`src/rtl/deq_ram.sv`:
```
`timescale 1ns / 1ps

module deq_ram #(
  parameter int WIDTH = 32,
  parameter int DEPTH = 64
) (
  input  logic                     clk,
  input  logic                     we,
  input  logic [$clog2(DEPTH)-1:0] waddr,
  input  logic [WIDTH-1:0]         wdata,
  input  logic [$clog2(DEPTH)-1:0] raddr,
  output logic [WIDTH-1:0]         rdata
);

  logic [WIDTH-1:0] mem [DEPTH];

  always_ff @(posedge clk) begin
    if (we) begin
      mem[waddr] <= wdata;
    end
    rdata <= mem[raddr];
  end

endmodule

```
`config.mk`:
```
export PLATFORM = sky130hd
export DESIGN_NAME = deq_ram
export DESIGN_NICKNAME = d
export VERILOG_FILES = /design/src/rtl/deq_ram.sv
export SDC_FILE = /design/constraint.sdc
export NUM_CORES = 2
export LEC_CHECK = 0
export BUFFER_PORTS_ARGS = -buffer_cell sky130_fd_sc_hd__buf_2
export CAP_MARGIN = 5
export CORE_ASPECT_RATIO = 1.25
export CORE_UTILIZATION = 65
export DETAILED_ROUTE_END_ITERATION = 6
export PLACE_DENSITY_LB_ADDON = 0.3
export SLEW_MARGIN = 40
export SYNTH_ARGS = -nofsm -noshare
export SYNTH_HDL_FRONTEND = slang
export SYNTH_SLANG_ARGS = --single-unit
```
`constraint.sdc`:
```
create_clock -name clk -period 8.2 [get_ports clk]
set_clock_uncertainty 0.05 [all_clocks]
set_input_delay 1.23 -clock clk [delete_from_list [all_inputs] [get_ports clk]]
set_output_delay 1.23 -clock clk [all_outputs]
set_load 0.03 [all_outputs]
```
Word-level counts from Yosys, hierarchy flattened
Memories as Yosys holds them, arrays and structs flattened. A register that Yosys moved wholly into a read port is not among the register bits.
Cells that the tools add are included.
- bits in registers: 0
- bits in writable memories: 2048
- input port bits: 46
- output and inout bits: 32
- logic and storage cells: 3
- memories: 1
- memory list (name ; words ; bits a word ; read ports ; clocked after memory_dff ; wr ports ; line ; RTL):
    mem ; 64 ; 32 ; 1 ; 1 ; 1 ; 15 ; logic [WIDTH-1:0] mem [DEPTH];
- muxes and demuxes: 2
- operator list (cell ; number):
    1-bit two-way mux ; 2

Logic depth before layout (Yosys ltp)
- depth after elaboration: 2
- gate-level depth with buffers: 10
- mapped depth without buffers: 5

Worst setup path before layout
OpenSTA, ideal clock, no wires.
- path type: input port to flip-flop
- from: input port waddr[3]
- to: memory mem[48][0] (enable)
- setup time: 0.461 ns
- arrival time: 3.929 ns
- setup slack: 3.760 ns
- cell stages on the path: 4
- cells stage by stage: clkbuf_1 nor2b_1 nand4b_1 nor3_1
- RTL lines (item ; line ; RTL):
    start, declared ; 9 ; input logic [$clog2(DEPTH)-1:0] waddr,
    end, declared ; 15 ;
No word-level cell before the write port.

==> summary.txt <==
Die
  – Die ar.: approximately 120000 um^2
  – Num ports: about 80
  – Row count: approximately 140
  – Starting Density: between 60% and 70%
  – Die Wd: roughly 310 um
  – DIE HEIGHT: around 400 um
  – Core area: roughly 120000 um^2

Detailed routing
  – Drt drc: 1
  – Routed WL: 208 mm
  – DR vias: about 38k
  – Per-cell routed wire length: just under 40 um
  – Detail Route Antenna Nets: 0
  – Post-DR vias/cell: 7.32
  – DR pass1 iterations: 7
  – Initial drt markers: around 6.3k

STA
  – Minimum clock period: 4.37 ns
  – # setup viols final: 0
  – Part of the cycle the worst path needs: 53.2%
  – RSZ-0062 raised after global routing: no
  – Fin Setup TNS: 0 ns
  – Pins Over Slew Limit: 0
  – F_max: 229 MHz
  – Slew headroom: between 30% and 40%
  – Fin. Hold Viols: 0
  – Worst slew pin tran: between 0.9 and 1 ns

Power
  – P per Cell Area: 248 nW/um^2
  – P_leak: between 0.02 and 0.03 uW
  – VDD IR max: 0.228 mV
  – Total power: 21700 uW

Clocking
  – Deepest clock path buffer count: 3
  – Worst skew pair latency: between 0.8 and 0.9 ns
  – Hold buffer count at cts: 0
  – # H-tree levels: 4
  – Total CTS buffers: about 180
  – Clock slew at reported path FFs: 0.06 ns
  – CTS tree: done
  – Clock sink count: between 2k and 2.5k
  – Number of setup buffers added after CTS: 0
  – Clock Tree Root: clkbuf_16
  – Post-CTS Resized: 0

Critical path
  – CP Depth: 11
  – CP Class: in -> reg
  – Critical path capture point type: flip-flop
  – Most used cell, CP: buf_16
  – CP max stage cell: o32ai_1
  – WP data required: a little under 9 ns
  – WP data arrival: between 4 and 5 ns
  – Crit path launch type: primary input
  – Reg2Reg Depth: 4
  – CP max FO: 62
  – Max incr delay on CP: around 0.7 ns
  – CP Cell Sequence: buf_8, buf_16, buf_16, buf_12, buf_16, buf_12, mux4_2, mux2i_1, nor2_1, o32ai_1, nor3_1
  – CP delay by family, top: buffers and inverters
  – Worst Path Buf+Inv: 6

Synth
  – Synthesized cell area: between 70000 and 80000 um^2
  – Dominant cells by area after synthesis: edfxtp_1 78%, mux4_2 16%, mux2i_1 1.2%, dfxtp_1 0.82%, o22ai_1 0.67%
  – Fraction of registers with async set or reset after synthesis: 0%
  – Synthesized instance count: roughly 3.3k
  – Area share of the largest cell type after synthesis: between 70% and 80%
  – #FFs+latches synth: between 2k and 2.5k
  – Post-synthesis sequential area ratio: about four fifths
  – Count leader, synth: edfxtp_1
  – Number of flops mapped to enable cells by yosys: approximately 2.0k
  – Netlist cell types: 34
  – Synth top cells by count: 2048 x edfxtp_1, 544 x mux4_2, 137 x nor2_1
  – Dominant cell type by area after synthesis: edfxtp_1
  – Post-Syn Nets: ~3.4k
  – Ys Warns: 0
  – Syn Area/Cell: roughly 24 um^2
  – Dominant synthesized flop cell: edfxtp_1

Finish
  – Share of cells above drive strength 1: around 30%
  – Synth-to-layout area growth: 11.7%
  – Fin area: ~90000 um^2
  – Nets: roughly 3.6k

Global routing
  – Antenna violations before repair: 20
  – Total gr overflow: 0
  – Vias in the first global route: approximately 40k
  – Largest net degree at the start of global routing: 118
  – Gr usage total: a little over a third
  – First-pass GRT wire length: 291 mm

Place
  – Area post-placement: about 80000 um^2
  – Final HPWL DP: 104 mm
  – Buffers on Ports: just under 80
  – RePlAce Congestion: 0.830

Status
  – Failing checks: design-rule violations
  – Status: complete, but fails checks

Flow run
  – Max Cap Viol: 0

Min path
  – Hold Crit Class: reg -> reg
  – Hold Path Depth: 4
==> per-layer routing <==
layer	track usage (%)	share of wire, %	wire [um]	vias to the layer above
met2	56.0	50	103000	3221
met4	17.0	5.4	11200	14
met5	0	0.046	96	-
li1	-	-	-	14603
met1	45.1	32	66400	20010
met3	8.56	13	27100	638
==> state kept, by name, indices dropped and copies added, names as in the netlist <==
| signal | cells |
|---|---|
| mem | 2048 |
| rdata | 32 |
==> power breakdown <==
part	leakage [uW]	switching (uW)	internal, uW
clock network	0.00298	3790	5000
logic	0.00562	715	391
registers	0.0187	58.4	11800
==> area by class of cell <==
cell class	count	area (um^2)
repair buffers	178	1440
diodes	11	27.5
flip-flops and latches	2080	62100
clock inverters	97	1050
fillers	6320	32000
clock buffers	245	5060
multi-input cells	1062	16000
well taps	1584	1980
==> metrics by stage <==
| stage | util [%] | std cells | hold WS (ns) | setup slack, ns |
|---|---|---|---|---|
| 2_1_floorplan | - | 3324 | 0.613 | 3.76 |
| 3_3_place_gp | 67.9 | 4897 | 0.702 | 2.90 |
| 3_5_place_dp | 68.1 | 4900 | 0.707 | 3.08 |
| 4_1_cts | 73.2 | 5242 | 0.729 | 3.92 |
| 5_1_grt | 73.2 | 5250 | 0.780 | 3.60 |
| 6_report | 73.3 | 5257 | 0.741 | 3.83 |
==> cells by family (layout without fill, tap and decap cells) <==
logic type	after synthesis	count (layout)	share of synthesized area [%]
and+or+nand+nor	223	223	1.27
buffers and inverters	182	520	1.13
other	0	11	0
DFF	2080	2080	79.1
AOI/OAI and AO/OA	202	202	1.67
muxes	637	637	16.8
==> worst reg2reg max path: cells and delay by family (launching register included) <==
family             cells  cell delay [ns]
muxes                  2             0.96
AOI/OAI and AO/OA      1             0.70
DFF                    1             0.41
and+or+nand+nor        1             0.22
==> path summary, 6_finish.rpt <==
kind	from	endpoint	slack, ns
worst max register to register	mem[2][25]	rdata[25]	5.67
worst min-delay path	mem[29][20]	rdata[20]	0.74
worst max-delay path	raddr[0]	rdata[20]	3.83
worst min register to register	mem[29][20]	rdata[20]	0.74
==> layout by cell type, fill, tap and decap left out, types with 3 or more instances in the layout <==
cell           n
mux4_2       544
clkinvlp_4     4
clkinv_2      30
buf_2         47
a41o_1         4
nand2b_1       5
nor3_1         5
buf_16         4
clkinv_1      34
or3b_2         3
nand3_2        3
clkinv_8       5
buf_12         9
edfxtp_1    2048
clkbuf_1      45
clkbuf_8      10
dfxtp_1       32
a21oi_1       61
clkbuf_16    190
bufinv_16     21
nor2_4        63
diode_2       11
buf_8          3
o221ai_1      27
nor2b_1       13
a311oi_1       7
and3_1         4
nand2b_2       3
buf_4        113
a22oi_1       12
mux2i_1       93
o22ai_1       84
nor2_1        74
nand3b_1       5
nand2_1       25
or3_1          3
No activity file was read; power rests on OpenSTA's default activity.
